## src/nns_pkg.sv

```systemverilog
// Shared constants, types and helpers for the nearest-neighbor scale addresser.
// Used by the stream interfaces, the step divider and the top level.
`default_nettype none

package nns_pkg;

  localparam int MAX_DIM   = 4096;
  localparam int DIM_W     = 13;
  localparam int POS_W     = 12;
  localparam int ACC_W     = 28;
  localparam int FRAC_W    = 16;
  localparam int DIV_CNT_W = $clog2(ACC_W);
  localparam int REM_W     = POS_W;
  localparam int CFG_IDX_W = 2;

  localparam logic [CFG_IDX_W-1:0] REG_SRC_WIDTH  = CFG_IDX_W'(0);
  localparam logic [CFG_IDX_W-1:0] REG_SRC_HEIGHT = CFG_IDX_W'(1);
  localparam logic [CFG_IDX_W-1:0] REG_DST_WIDTH  = CFG_IDX_W'(2);
  localparam logic [CFG_IDX_W-1:0] REG_DST_HEIGHT = CFG_IDX_W'(3);

  typedef struct packed {
    logic             start;
    logic [ACC_W-1:0] numer;
    logic [DIM_W-1:0] denom;
  } div_req_t;

  typedef struct packed {
    logic             done;
    logic [ACC_W-1:0] quotient;
  } div_rsp_t;

  function automatic logic [DIM_W-1:0] clamp_dim(input logic [DIM_W-1:0] v);
    logic [DIM_W-1:0] r;
    r = v;
    if (v == '0) begin
      r = DIM_W'(1);
    end else if (v > DIM_W'(MAX_DIM)) begin
      r = DIM_W'(MAX_DIM);
    end
    return r;
  endfunction

  // clamp(src) * 65535 as (src << 16) - src
  function automatic logic [ACC_W-1:0] step_numer(input logic [DIM_W-1:0] v);
    logic [DIM_W-1:0]   c;
    logic [ACC_W:0]     full;
    c    = clamp_dim(v);
    full = {c, {FRAC_W{1'b0}}} - (ACC_W+1)'(c);
    return full[ACC_W-1:0];
  endfunction

endpackage

`default_nettype wire

```

## src/nns_if.sv

```systemverilog
// Valid/ready stream interfaces for the scale addresser input and output beats.
// Depends on nns_pkg for field widths.
`default_nettype none

interface nns_in_if;
  logic valid;
  logic ready;
  logic start_req;

  modport source (output valid, output start_req, input ready);
  modport sink (input valid, input start_req, output ready);
endinterface

interface nns_out_if;
  logic                     valid;
  logic                     ready;
  logic [nns_pkg::POS_W-1:0] src_col;
  logic [nns_pkg::POS_W-1:0] src_row;
  logic [nns_pkg::POS_W-1:0] dst_col;
  logic [nns_pkg::POS_W-1:0] dst_row;
  logic                     end_of_line;
  logic                     end_of_frame;

  modport source (output valid, output src_col, output src_row, output dst_col,
                  output dst_row, output end_of_line, output end_of_frame, input ready);
  modport sink (input valid, input src_col, input src_row, input dst_col,
                input dst_row, input end_of_line, input end_of_frame, output ready);
endinterface

`default_nettype wire

```

## src/nns_divider.sv

```systemverilog
// Iterative restoring divider, one quotient bit per cycle, for the 12.16 steps.
// Depends on nns_pkg for widths and the request/response structs.
`default_nettype none

module nns_divider (
  input  logic              clk,
  input  logic              rst,
  input  nns_pkg::div_req_t req,
  output nns_pkg::div_rsp_t rsp
);

  logic                             busy;
  logic                             done;
  logic [nns_pkg::DIV_CNT_W-1:0]    cnt;
  logic [nns_pkg::ACC_W-1:0]        quo;
  logic [nns_pkg::REM_W-1:0]        rem;
  logic [nns_pkg::DIM_W-1:0]        den;

  logic [nns_pkg::REM_W:0]          rem_shift;
  logic [nns_pkg::REM_W+1:0]        diff;
  logic                             q_bit;
  logic [nns_pkg::REM_W-1:0]        rem_next;

  assign rem_shift = {rem, quo[nns_pkg::ACC_W-1]};
  assign diff      = {1'b0, rem_shift} - {1'b0, den};
  assign q_bit     = ~diff[nns_pkg::REM_W+1];
  assign rem_next  = q_bit ? diff[nns_pkg::REM_W-1:0] : rem_shift[nns_pkg::REM_W-1:0];

  always_ff @(posedge clk) begin
    if (rst) begin
      busy <= 1'b0;
      done <= 1'b0;
      cnt  <= '0;
    end else begin
      done <= 1'b0;
      if (req.start) begin
        busy <= 1'b1;
        cnt  <= '0;
        quo  <= req.numer;
        rem  <= '0;
        den  <= req.denom;
      end else if (busy) begin
        rem <= rem_next;
        quo <= {quo[nns_pkg::ACC_W-2:0], q_bit};
        cnt <= cnt + nns_pkg::DIV_CNT_W'(1);
        if (cnt == nns_pkg::DIV_CNT_W'(nns_pkg::ACC_W - 1)) begin
          busy <= 1'b0;
          done <= 1'b1;
        end
      end
    end
  end

  assign rsp.done     = done;
  assign rsp.quotient = quo;

endmodule

`default_nettype wire

```

## src/nearest_neighbor_scale_addresser.sv

```systemverilog
// Nearest-neighbor scale addresser: emits one source/destination pixel position per
// item in raster order. An item with start_req first waits for the shared 28-step divider,
// which computes the horizontal and then the vertical 12.16 step. Output beats sit in a
// register, so the next item is taken while the consumer accepts the current one.
// Depends on nns_pkg, nns_if and nns_divider.
`default_nettype none

module nearest_neighbor_scale_addresser (
  input  logic                          clk,
  input  logic                          rst,
  input  logic                          cfg_we,
  input  logic [nns_pkg::CFG_IDX_W-1:0] cfg_index,
  input  logic [nns_pkg::DIM_W-1:0]     cfg_data,
  nns_in_if.sink                        in_ch,
  nns_out_if.source                     out_ch
);

  typedef enum logic [1:0] {S_IDLE, S_DIV_X, S_DIV_Y, S_EMIT} state_t;

  state_t                      state;
  logic [nns_pkg::DIM_W-1:0]   src_width;
  logic [nns_pkg::DIM_W-1:0]   src_height;
  logic [nns_pkg::DIM_W-1:0]   dst_width;
  logic [nns_pkg::DIM_W-1:0]   dst_height;
  logic [nns_pkg::ACC_W-1:0]   step_x;
  logic [nns_pkg::ACC_W-1:0]   step_y;
  logic [nns_pkg::ACC_W-1:0]   acc_x;
  logic [nns_pkg::ACC_W-1:0]   acc_y;
  logic [nns_pkg::POS_W-1:0]   col_count;
  logic [nns_pkg::POS_W-1:0]   row_count;
  logic                        out_valid;

  nns_pkg::div_req_t           div_req;
  nns_pkg::div_rsp_t           div_rsp;

  logic                        out_free;
  logic                        accept;
  logic                        fire;
  logic                        eol;
  logic                        eof;
  logic [nns_pkg::DIM_W-1:0]   dw;
  logic [nns_pkg::DIM_W-1:0]   dh;

  assign out_free     = ~out_valid | out_ch.ready;
  assign in_ch.ready  = (state == S_IDLE) & out_free;
  assign accept       = in_ch.valid & in_ch.ready;
  assign fire         = (accept & ~in_ch.start_req) | ((state == S_EMIT) & out_free);

  assign dw  = nns_pkg::clamp_dim(dst_width);
  assign dh  = nns_pkg::clamp_dim(dst_height);
  assign eol = ({1'b0, col_count} + nns_pkg::DIM_W'(1)) >= dw;
  assign eof = eol & (({1'b0, row_count} + nns_pkg::DIM_W'(1)) >= dh);

  always_comb begin
    div_req.start = 1'b0;
    div_req.numer = nns_pkg::step_numer(src_width);
    div_req.denom = dw;
    if (state == S_IDLE) begin
      div_req.start = accept & in_ch.start_req;
    end else begin
      div_req.start = (state == S_DIV_X) & div_rsp.done;
      div_req.numer = nns_pkg::step_numer(src_height);
      div_req.denom = dh;
    end
  end

  nns_divider u_div (
    .clk (clk),
    .rst (rst),
    .req (div_req),
    .rsp (div_rsp)
  );

  always_ff @(posedge clk) begin
    if (rst) begin
      state      <= S_IDLE;
      src_width  <= nns_pkg::DIM_W'(1);
      src_height <= nns_pkg::DIM_W'(1);
      dst_width  <= nns_pkg::DIM_W'(1);
      dst_height <= nns_pkg::DIM_W'(1);
      step_x     <= '0;
      step_y     <= '0;
      acc_x      <= '0;
      acc_y      <= '0;
      col_count  <= '0;
      row_count  <= '0;
      out_valid  <= 1'b0;
    end else begin
      if (cfg_we) begin
        unique case (cfg_index)
          nns_pkg::REG_SRC_WIDTH:  src_width  <= cfg_data;
          nns_pkg::REG_SRC_HEIGHT: src_height <= cfg_data;
          nns_pkg::REG_DST_WIDTH:  dst_width  <= cfg_data;
          nns_pkg::REG_DST_HEIGHT: dst_height <= cfg_data;
          default: ;
        endcase
      end

      unique case (state)
        S_IDLE: begin
          if (accept && in_ch.start_req) begin
            state <= S_DIV_X;
          end
        end
        S_DIV_X: begin
          if (div_rsp.done) begin
            step_x <= div_rsp.quotient;
            state  <= S_DIV_Y;
          end
        end
        S_DIV_Y: begin
          if (div_rsp.done) begin
            step_y    <= div_rsp.quotient;
            acc_x     <= '0;
            acc_y     <= '0;
            col_count <= '0;
            row_count <= '0;
            state     <= S_EMIT;
          end
        end
        S_EMIT: begin
          if (out_free) begin
            state <= S_IDLE;
          end
        end
        default: state <= S_IDLE;
      endcase

      if (fire) begin
        out_valid           <= 1'b1;
        out_ch.src_col      <= acc_x[nns_pkg::FRAC_W +: nns_pkg::POS_W];
        out_ch.src_row      <= acc_y[nns_pkg::FRAC_W +: nns_pkg::POS_W];
        out_ch.dst_col      <= col_count;
        out_ch.dst_row      <= row_count;
        out_ch.end_of_line  <= eol;
        out_ch.end_of_frame <= eof;
        if (eol) begin
          col_count <= '0;
          acc_x     <= '0;
          if (eof) begin
            row_count <= '0;
            acc_y     <= '0;
          end else begin
            row_count <= row_count + nns_pkg::POS_W'(1);
            acc_y     <= acc_y + step_y;
          end
        end else begin
          col_count <= col_count + nns_pkg::POS_W'(1);
          acc_x     <= acc_x + step_x;
        end
      end else if (out_ch.ready) begin
        out_valid <= 1'b0;
      end
    end
  end

  assign out_ch.valid = out_valid;

endmodule

`default_nettype wire

```

## src/flat_wrapper.sv

```systemverilog
// flat-port wrapper written by rule: the top's interface ports become plain ports
module nearest_neighbor_scale_addresser_flat 
  (clk, rst, cfg_we, cfg_index, cfg_data, in_ch_valid, in_ch_start_req, in_ch_ready, out_ch_valid, out_ch_src_col, out_ch_src_row, out_ch_dst_col, out_ch_dst_row, out_ch_end_of_line, out_ch_end_of_frame, out_ch_ready);
  nns_in_if in_ch_i ();
  nns_out_if out_ch_i ();
  input  logic clk;
  input  logic rst;
  input  logic cfg_we;
  input  logic [nns_pkg::CFG_IDX_W-1:0] cfg_index;
  input  logic [nns_pkg::DIM_W-1:0] cfg_data;
  input wire logic [$bits(in_ch_i.valid)-1:0] in_ch_valid;
  input wire logic [$bits(in_ch_i.start_req)-1:0] in_ch_start_req;
  output wire logic [$bits(in_ch_i.ready)-1:0] in_ch_ready;
  output wire logic [$bits(out_ch_i.valid)-1:0] out_ch_valid;
  output wire logic [$bits(out_ch_i.src_col)-1:0] out_ch_src_col;
  output wire logic [$bits(out_ch_i.src_row)-1:0] out_ch_src_row;
  output wire logic [$bits(out_ch_i.dst_col)-1:0] out_ch_dst_col;
  output wire logic [$bits(out_ch_i.dst_row)-1:0] out_ch_dst_row;
  output wire logic [$bits(out_ch_i.end_of_line)-1:0] out_ch_end_of_line;
  output wire logic [$bits(out_ch_i.end_of_frame)-1:0] out_ch_end_of_frame;
  input wire logic [$bits(out_ch_i.ready)-1:0] out_ch_ready;
  assign in_ch_i.valid = in_ch_valid;
  assign in_ch_i.start_req = in_ch_start_req;
  assign in_ch_ready = in_ch_i.ready;
  assign out_ch_valid = out_ch_i.valid;
  assign out_ch_src_col = out_ch_i.src_col;
  assign out_ch_src_row = out_ch_i.src_row;
  assign out_ch_dst_col = out_ch_i.dst_col;
  assign out_ch_dst_row = out_ch_i.dst_row;
  assign out_ch_end_of_line = out_ch_i.end_of_line;
  assign out_ch_end_of_frame = out_ch_i.end_of_frame;
  assign out_ch_i.ready = out_ch_ready;
  nearest_neighbor_scale_addresser u_core (.clk(clk), .rst(rst), .cfg_we(cfg_we), .cfg_index(cfg_index), .cfg_data(cfg_data), .in_ch(in_ch_i), .out_ch(out_ch_i));
endmodule
```

## config.mk

```make
export PLATFORM = sky130hd
export DESIGN_NAME = nearest_neighbor_scale_addresser_flat
export DESIGN_NICKNAME = d
export VERILOG_FILES = /design/src/nns_pkg.sv /design/src/nns_if.sv /design/src/nns_divider.sv /design/src/nearest_neighbor_scale_addresser.sv /design/src/flat_wrapper.sv
export SDC_FILE = /design/constraint.sdc
export NUM_CORES = 1
export LEC_CHECK = 0
export BUFFER_PORTS_ARGS = -buffer_cell sky130_fd_sc_hd__buf_2
export CAP_MARGIN = 20
export CELL_PAD_IN_SITES_DETAIL_PLACEMENT = 1
export CELL_PAD_IN_SITES_GLOBAL_PLACEMENT = 1
export CORE_ASPECT_RATIO = 1.2
export CORE_UTILIZATION = 50
export CTS_CLUSTER_SIZE = 12
export DETAILED_ROUTE_END_ITERATION = 16
export GPL_TIMING_DRIVEN = 1
export PLACE_DENSITY_LB_ADDON = 0.1
export SYNTH_ARGS = -nofsm -noshare
export SYNTH_HDL_FRONTEND = slang
export SYNTH_SLANG_ARGS = --single-unit
```

## constraint.sdc

```tcl
create_clock -name clk -period 6.97 [get_ports clk]
set_input_delay 1.394 -clock clk [delete_from_list [all_inputs] [get_ports clk]]
set_output_delay 1.394 -clock clk [all_outputs]
set_load 0.005 [all_outputs]
```

==> impl_metrics.yaml, run 1 <==
placed_design:
  place_area_um2: 16450
  place_hpwl_mm: 32.28
  portBuffers: 72
  gp_congestion: 0.8508
finish:
  diodes: 0
  design_area_um2: 17590
  nNetsFinal: 1923
  n_fill_cell: 3546
  layout_common_cells: "nand2_1 (312), dfxtp_1 (198), a21oi_1 (190), nor2_1 (139)"
  final_common_cell: "nand2_1"
  area_growth_syn_to_layout_pct: 11.56
  layout-drive-gt1-share_pct: 9.500
grt:
  grt_max_degree: 82
  met2_usage_pct: 50.95
  grt-ovfl-total: 0
  grt_pass1_wl_mm: 71.08
  antenna_found_initial: 1
  grtUsageTotal_pct: 28.21
  grt-busiest-layer: "met2"
  grt_pass1_vias: 13410
  grtUsageMet1_pct: 33.81
  grtUsageMet3_pct: 3.472
sta:
  fmax_ghz: 0.2169
  setup_tns_ns: 0
  drv_slew: 0
  post-route-period-util_pct: 66.15
  setup-violations-final: 0
  maxSlewHeadroom_pct: 24.21
  hold_viol: 0
  tightest_slew_ns: 1.133
  post-route-min-period_ns: 4.610
  fin_skew_ns: 0.01340
  rsz0062_at_grt: "false"
pwr:
  p_per_area_nw_per_um2: 256.2
  power.net_switching_mw: 1.275
  power_frac_seq_pct: 44.8
  combPwrFrac_pct: 16.1
  leakagePower_nw: 7.273
  power_frac_clock_pct: 39.1
  ir_worst_vdd_v: 0.0002011
  power.total_mw: 4.507
  switching_share_pct: 28.29
  internal_power_mw: 3.232
die:
  rows: 70
  io_pins: 73
  die_y_um: 196.5
  placeableCoreArea_um2: 30740
  die_width_um: 164.1
  die_area_um2: 32260
  start_util_pct: 51.30
logic_synthesis:
  synth_cells: 1744
  synthArstFlopShare_pct: 0
  synth-edff-count: 103
  yosys_warnings: 0
  syn_area_um2: 15770
  ys_seq_area_share_pct: 44.75
  synthDistinctLibCells: 82
  ys_ff_latch: 301
  synth.avg_cell_area_um2: 9.043
  synth_flop_cell: "dfxtp_1"
  synthesis.nets: 1872
clocking:
  cts_resized: 0
  clk_latency_ns: 0.52
  cts_sinks: 301
  cts_root_buffer: "clkbuf_16"
  cts_buffers: 34
  cts-htree-levels: 2
  clk_pin_slew_ns: 0.07
  clock_path_buffers: 3
  holdBufCountCts: 0
  cts_tree: "yes"
  post_cts_buffers: 0
drt:
  drtIter0Drc: 676
  antenna_left: 0
  vias: 13020
  via_per_inst: 5.873
  wl_per_cell_um: 20.26
  wirelength_mm: 44.93
  firstDrtPassIters: 5
  drc_errors: 0
setup_path:
  required_ns: 7.44
  worstSetupPathType: "reg2reg"
  worst_setup_path_start_kind: "flop"
  worstPathMaxFanout: 20
  worstPathArrival_ns: 5.08
  endpoint_kind: "flop"
outcome:
  status: "finished clean"
job:
  cap_violations: 0
min_path:
  hp-class: "reg2reg"
## flip-flops by register name, indices dropped and copies added (netlist names), 5 cells and up
| signal | count |
|---|---|
| u_core.src_height | 13 |
| u_core.col_count | 12 |
| u_core.out_ch.dst_col | 12 |
| u_core.acc_y | 28 |
| u_core.step_x | 28 |
| u_core.step_y | 28 |
| u_core.u_div.cnt | 5 |
| u_core.out_ch.src_row | 12 |
| u_core.u_div.den | 13 |
| u_core.dst_height | 13 |
| u_core.dst_width | 13 |
| u_core.u_div.quo | 28 |
| u_core.row_count | 12 |
| u_core.out_ch.dst_row | 12 |
| u_core.src_width | 13 |
| u_core.u_div.rem | 12 |
| u_core.acc_x | 28 |
| u_core.out_ch.src_col | 12 |
## power groups by stage
stage	clock network (mW)	registers, mW	logic [mW]
2_1_floorplan	0	2.02	0.496
3_3_place_gp	0	2.05	0.688
3_5_place_dp	0	2.05	0.716
4_1_cts	1.78	2.02	0.726
5_1_grt	1.85	2.03	0.794
6_report	1.76	2.02	0.726
## synth_stat cells (27+ instances only)
library cell	instances	area (um^2)
a21o_1	37	277.8
a21oi_1	190	950.9
a22oi_1	43	322.8
clkbuf_1	55	206.5
dfxtp_1	198	3964
edfxtp_1	103	3093
ha_1	104	1301
inv_1	50	187.7
mux2i_1	27	270.3
nand2_1	312	1171
nor2_1	143	536.8
nor3_1	31	155.2
o21ai_0	50	250.2
xnor2_1	50	437.9
xor2_1	45	394.1
## cell type report
class,instances,area [um^2],share of cell area (%)
clock buffers,55,1023,5.818
clock inverters,7,56.30,0.3200
inverters,51,191.4,1.088
multi-input cells,1318,8239,46.83
flip-flops and latches,301,7057,40.11
well taps,396,495.5,2.816
repair buffers,89,530.5,3.015
## through the flow
stage          utilization (%)  worst slack, ns  hold slack (ns)  cells
6_report                 57.23            2.360           0.4314   2217
3_3_place_gp             53.51            2.695           0.4135   2152
5_1_grt                  57.23            1.925           0.4466   2217
4_1_cts                  57.02            2.354           0.4333   2214
3_5_place_dp             53.51            2.425           0.4195   2152
2_1_floorplan                -            2.401           0.4082   1744
## critical path, stage by stage (launching register included)
cell and delay (ns):
dfxtp_1 0.41, ha_1 0.25, and3_1 0.26, and3_1 0.26, and3_1 0.27, and3_1 0.28, xor2_1 0.20, ha_1 0.27
a21oi_1 0.15, nor2b_1 0.06, o21ai_0 0.15, nand2_1 0.09, or4_1 0.40, a21oi_1 0.20, or2_2 0.18, and3_1 0.74
a21o_1 0.22, and3_1 0.15
## path summary, 6_finish.rpt
path	start	to	slack, ns	depth (start not counted)
worst max register to register	u_core.row_count[0]$_SDFF_PP0_	u_core.row_count[2]$_SDFF_PP0_	2.36	17
worst min register to register	u_core.acc_y[27]$_SDFF_PP0_	u_core.out_ch.src_row[11]$_DFFE_PP_	0.43	0
worst max-delay path	u_core.row_count[0]$_SDFF_PP0_	u_core.row_count[2]$_SDFF_PP0_	2.36	17
worst min-delay path	u_core.acc_y[27]$_SDFF_PP0_	u_core.out_ch.src_row[11]$_DFFE_PP_	0.43	0
## kinds of logic after synthesis
family / share of synthesized area (%)
muxes: 1.857
and+or+nand+nor: 17.45
buffers and inverters: 3.277
DFF: 44.75
AOI/OAI and AO/OA: 18.76
adders and majority gates: 8.632
xor gates and xnor gates: 5.276
## layer usage
| layer | routed length [um] | up-vias | share of wire [%] |
|---|---|---|---|
| met2 | 23100 | 247 | 51 |
| met3 | 1596 | 75 | 3.6 |
| li1 | - | 6283 | - |
| met1 | 18850 | 6416 | 42 |
| met5 | 0 | - | 0 |
| met4 | 1380 | 0 | 3.1 |
(Power assumes the default switching activity.)
==> inputs of run 2 (changes only) <==
- CORE_UTILIZATION: 50 -> 43
- clock period: 6.97 -> 4.04 ns (I/O delays scaled with it)
==> run 2 against run 1 <==
Effect of this change: sequential cell count is the same; first-iteration DRC count shrank 14%; critical endpoint is now u_core.row_count[7]$_SDFF_PP0_; cell count rose by 4.2%; wire length rose by 0.23%; sequential share of layout area decreased by 0.82 points; worst setup slack got worse by 2.2 ns; non-clock buffer count increased by 19; register-to-register slack got worse by 2.2 ns; clock skew is 0.0041 ns higher; combinational power grew 78%.
==> impl_metrics.yaml, run 2 (same netlist as run 1, synthesis figures left out) <==
outcome:
  status: "finished clean"
clocking:
  clock_path_buffers: 3
  cts_buffers: 35
  clk_pin_slew_ns: 0.06
  cts-htree-levels: 2
  holdBufCountCts: 0
  cts_sinks: 301
  clk_latency_ns: 0.52
  cts_tree: "yes"
  cts_root_buffer: "clkbuf_16"
drt:
  dr_wl_met3_mm: 1.372
  wl_per_cell_um: 19.49
  highest_layer: "met4"
  wl_met2_mm: 23.39
  antenna_left: 0
  vias: 12900
  via_per_inst: 5.586
  drtIter0Drc: 579
  firstDrtPassIters: 4
  wirelength_mm: 45.03
  wirelength_met1_mm: 18.94
  drc_errors: 0
sta:
  hold_viol: 0
  fin_skew_ns: 0.01746
  post-route-min-period_ns: 3.896
  maxSlewHeadroom_pct: 29.79
  layout_setup_ws_ns: 0.1435
  timing.hold.ws_ns: 0.4497
  drv_slew: 0
  tightest_slew_ns: 1.053
  setup-violations-final: 0
  post-route-period-util_pct: 96.45
  fmax_ghz: 0.2566
setup_path:
  endpoint_kind: "flop"
  worst_setup_path_start_kind: "flop"
  worstPathArrival_ns: 4.33
  worstSetupPathType: "reg2reg"
  worstPathMaxFanout: 16
  required_ns: 4.47
pwr:
  internal_power_mw: 5.688
  combPwrFrac_pct: 16.3
  leakagePower_nw: 7.426
  ir_worst_vdd_v: 0.0003106
  p_per_area_nw_per_um2: 440.0
  power_frac_seq_pct: 44.0
  power.net_switching_mw: 2.220
  power_frac_clock_pct: 39.8
  switching_share_pct: 28.08
grt:
  grtUsageTotal_pct: 24.44
  grt_pass1_vias: 13440
  grt-ovfl-total: 0
  grt_pass1_wl_mm: 71.42
  antenna_found_initial: 1
  grt_max_degree: 89
die:
  io_pins: 73
  die_y_um: 211.8
  die_width_um: 176.8
  placeableCoreArea_um2: 36040
  rows: 76
  start_util_pct: 43.76
  die_area_um2: 37450
finish:
  layout-drive-gt1-share_pct: 11.84
  layout_common_cells: "nand2_1 (312), dfxtp_1 (195), a21oi_1 (187), nor2_1 (139)"
  fin_util_pct: 49.88
  n_fill_cell: 4180
  nNetsFinal: 1943
  area_growth_syn_to_layout_pct: 13.99
  final_common_cell: "nand2_1"
min_path:
  hp-class: "reg2reg"
placed_design:
  gp_congestion: 0.8395
  portBuffers: 72
  place_hpwl_mm: 33.39
  pre_cts_slack_ns: -0.1778
job:
  cap_violations: 0
-- run 2: area by class of cell --
type | instances | area (um^2) | share of cell area, %
Clock buffer | 54 | 1061 | 5.902
Antenna cell | 1 | 2.502 | 0.01392
Clock inverter | 9 | 78.83 | 0.4385
Inverter | 51 | 191.4 | 1.065
Multi-Input combinational cell | 1318 | 8308 | 46.22
Timing Repair Buffer | 108 | 685.7 | 3.814
Tap cell | 468 | 585.6 | 3.257
Sequential cell | 301 | 7063 | 39.29
-- run 2: final timing paths --
kind	from	to	slack, ns	cells after the start
worst max-delay path	u_core.row_count[0]$_SDFF_PP0_	u_core.row_count[7]$_SDFF_PP0_	0.14	18
worst min-delay path	u_core.acc_x[27]$_SDFFE_PP0P_	u_core.out_ch.src_col[11]$_DFFE_PP_	0.45	0
worst max register to register	u_core.row_count[0]$_SDFF_PP0_	u_core.row_count[7]$_SDFF_PP0_	0.14	18
worst min register to register	u_core.acc_x[27]$_SDFFE_PP0P_	u_core.out_ch.src_col[11]$_DFFE_PP_	0.45	0
-- run 2: worst max-delay path: stages, from the launching register on --
cell and delay [ns]:
dfxtp_2 0.35, ha_1 0.21, and3_1 0.19, and3_2 0.24, and3_2 0.26, and3_4 0.21, xor2_1 0.15, ha_1 0.34
a21oi_2 0.15, nor2b_1 0.06, o21ai_1 0.16, nand2_1 0.11, or4_1 0.44, a21oi_2 0.17, o21ai_1 0.13, nor2_1 0.21
buf_6 0.21, nand2_1 0.08, o21ai_0 0.16
-- run 2: power by group through the flow --
| stage | Clock [mW] | Combinational [mW] | Sequential (mW) |
|---|---|---|---|
| 2_1_floorplan | 0 | 0.855 | 3.49 |
| 3_3_place_gp | 0 | 1.23 | 3.54 |
| 3_5_place_dp | 0 | 1.28 | 3.55 |
| 4_1_cts | 3.22 | 1.29 | 3.48 |
| 5_1_grt | 3.31 | 1.43 | 3.50 |
| 6_report | 3.14 | 1.29 | 3.48 |
-- run 2: metrics by stage --
step	total power [mW]	area [um^2]	instances	TNS [ns]
after floorplan	4.346	15770	1744	0
after detailed placement	4.822	16690	2240	-1.976
after global placement	4.772	16690	2240	0
after CTS	7.987	17850	2303	-0.01362
final	7.909	17980	2310	0
after global routing	8.236	17970	2309	-0.3798
-- run 2: layer usage --
layer | vias up | global-route usage, %
met5 | - | 0
met4 | 0 | 8.740
met3 | 73 | 3.520
met2 | 188 | 45.07
met1 | 6299 | 28.41
li1 | 6343 | -
-- run 2: repair_timing --
action | in CTS | in global routing
buffers inserted | 0 | 5
pin swaps | 0 | 2
setup endpoints to repair | 35 | 40
hold endpoints to repair | 0 | 0
cloned | 0 | 0
resized for setup | 6 | 20
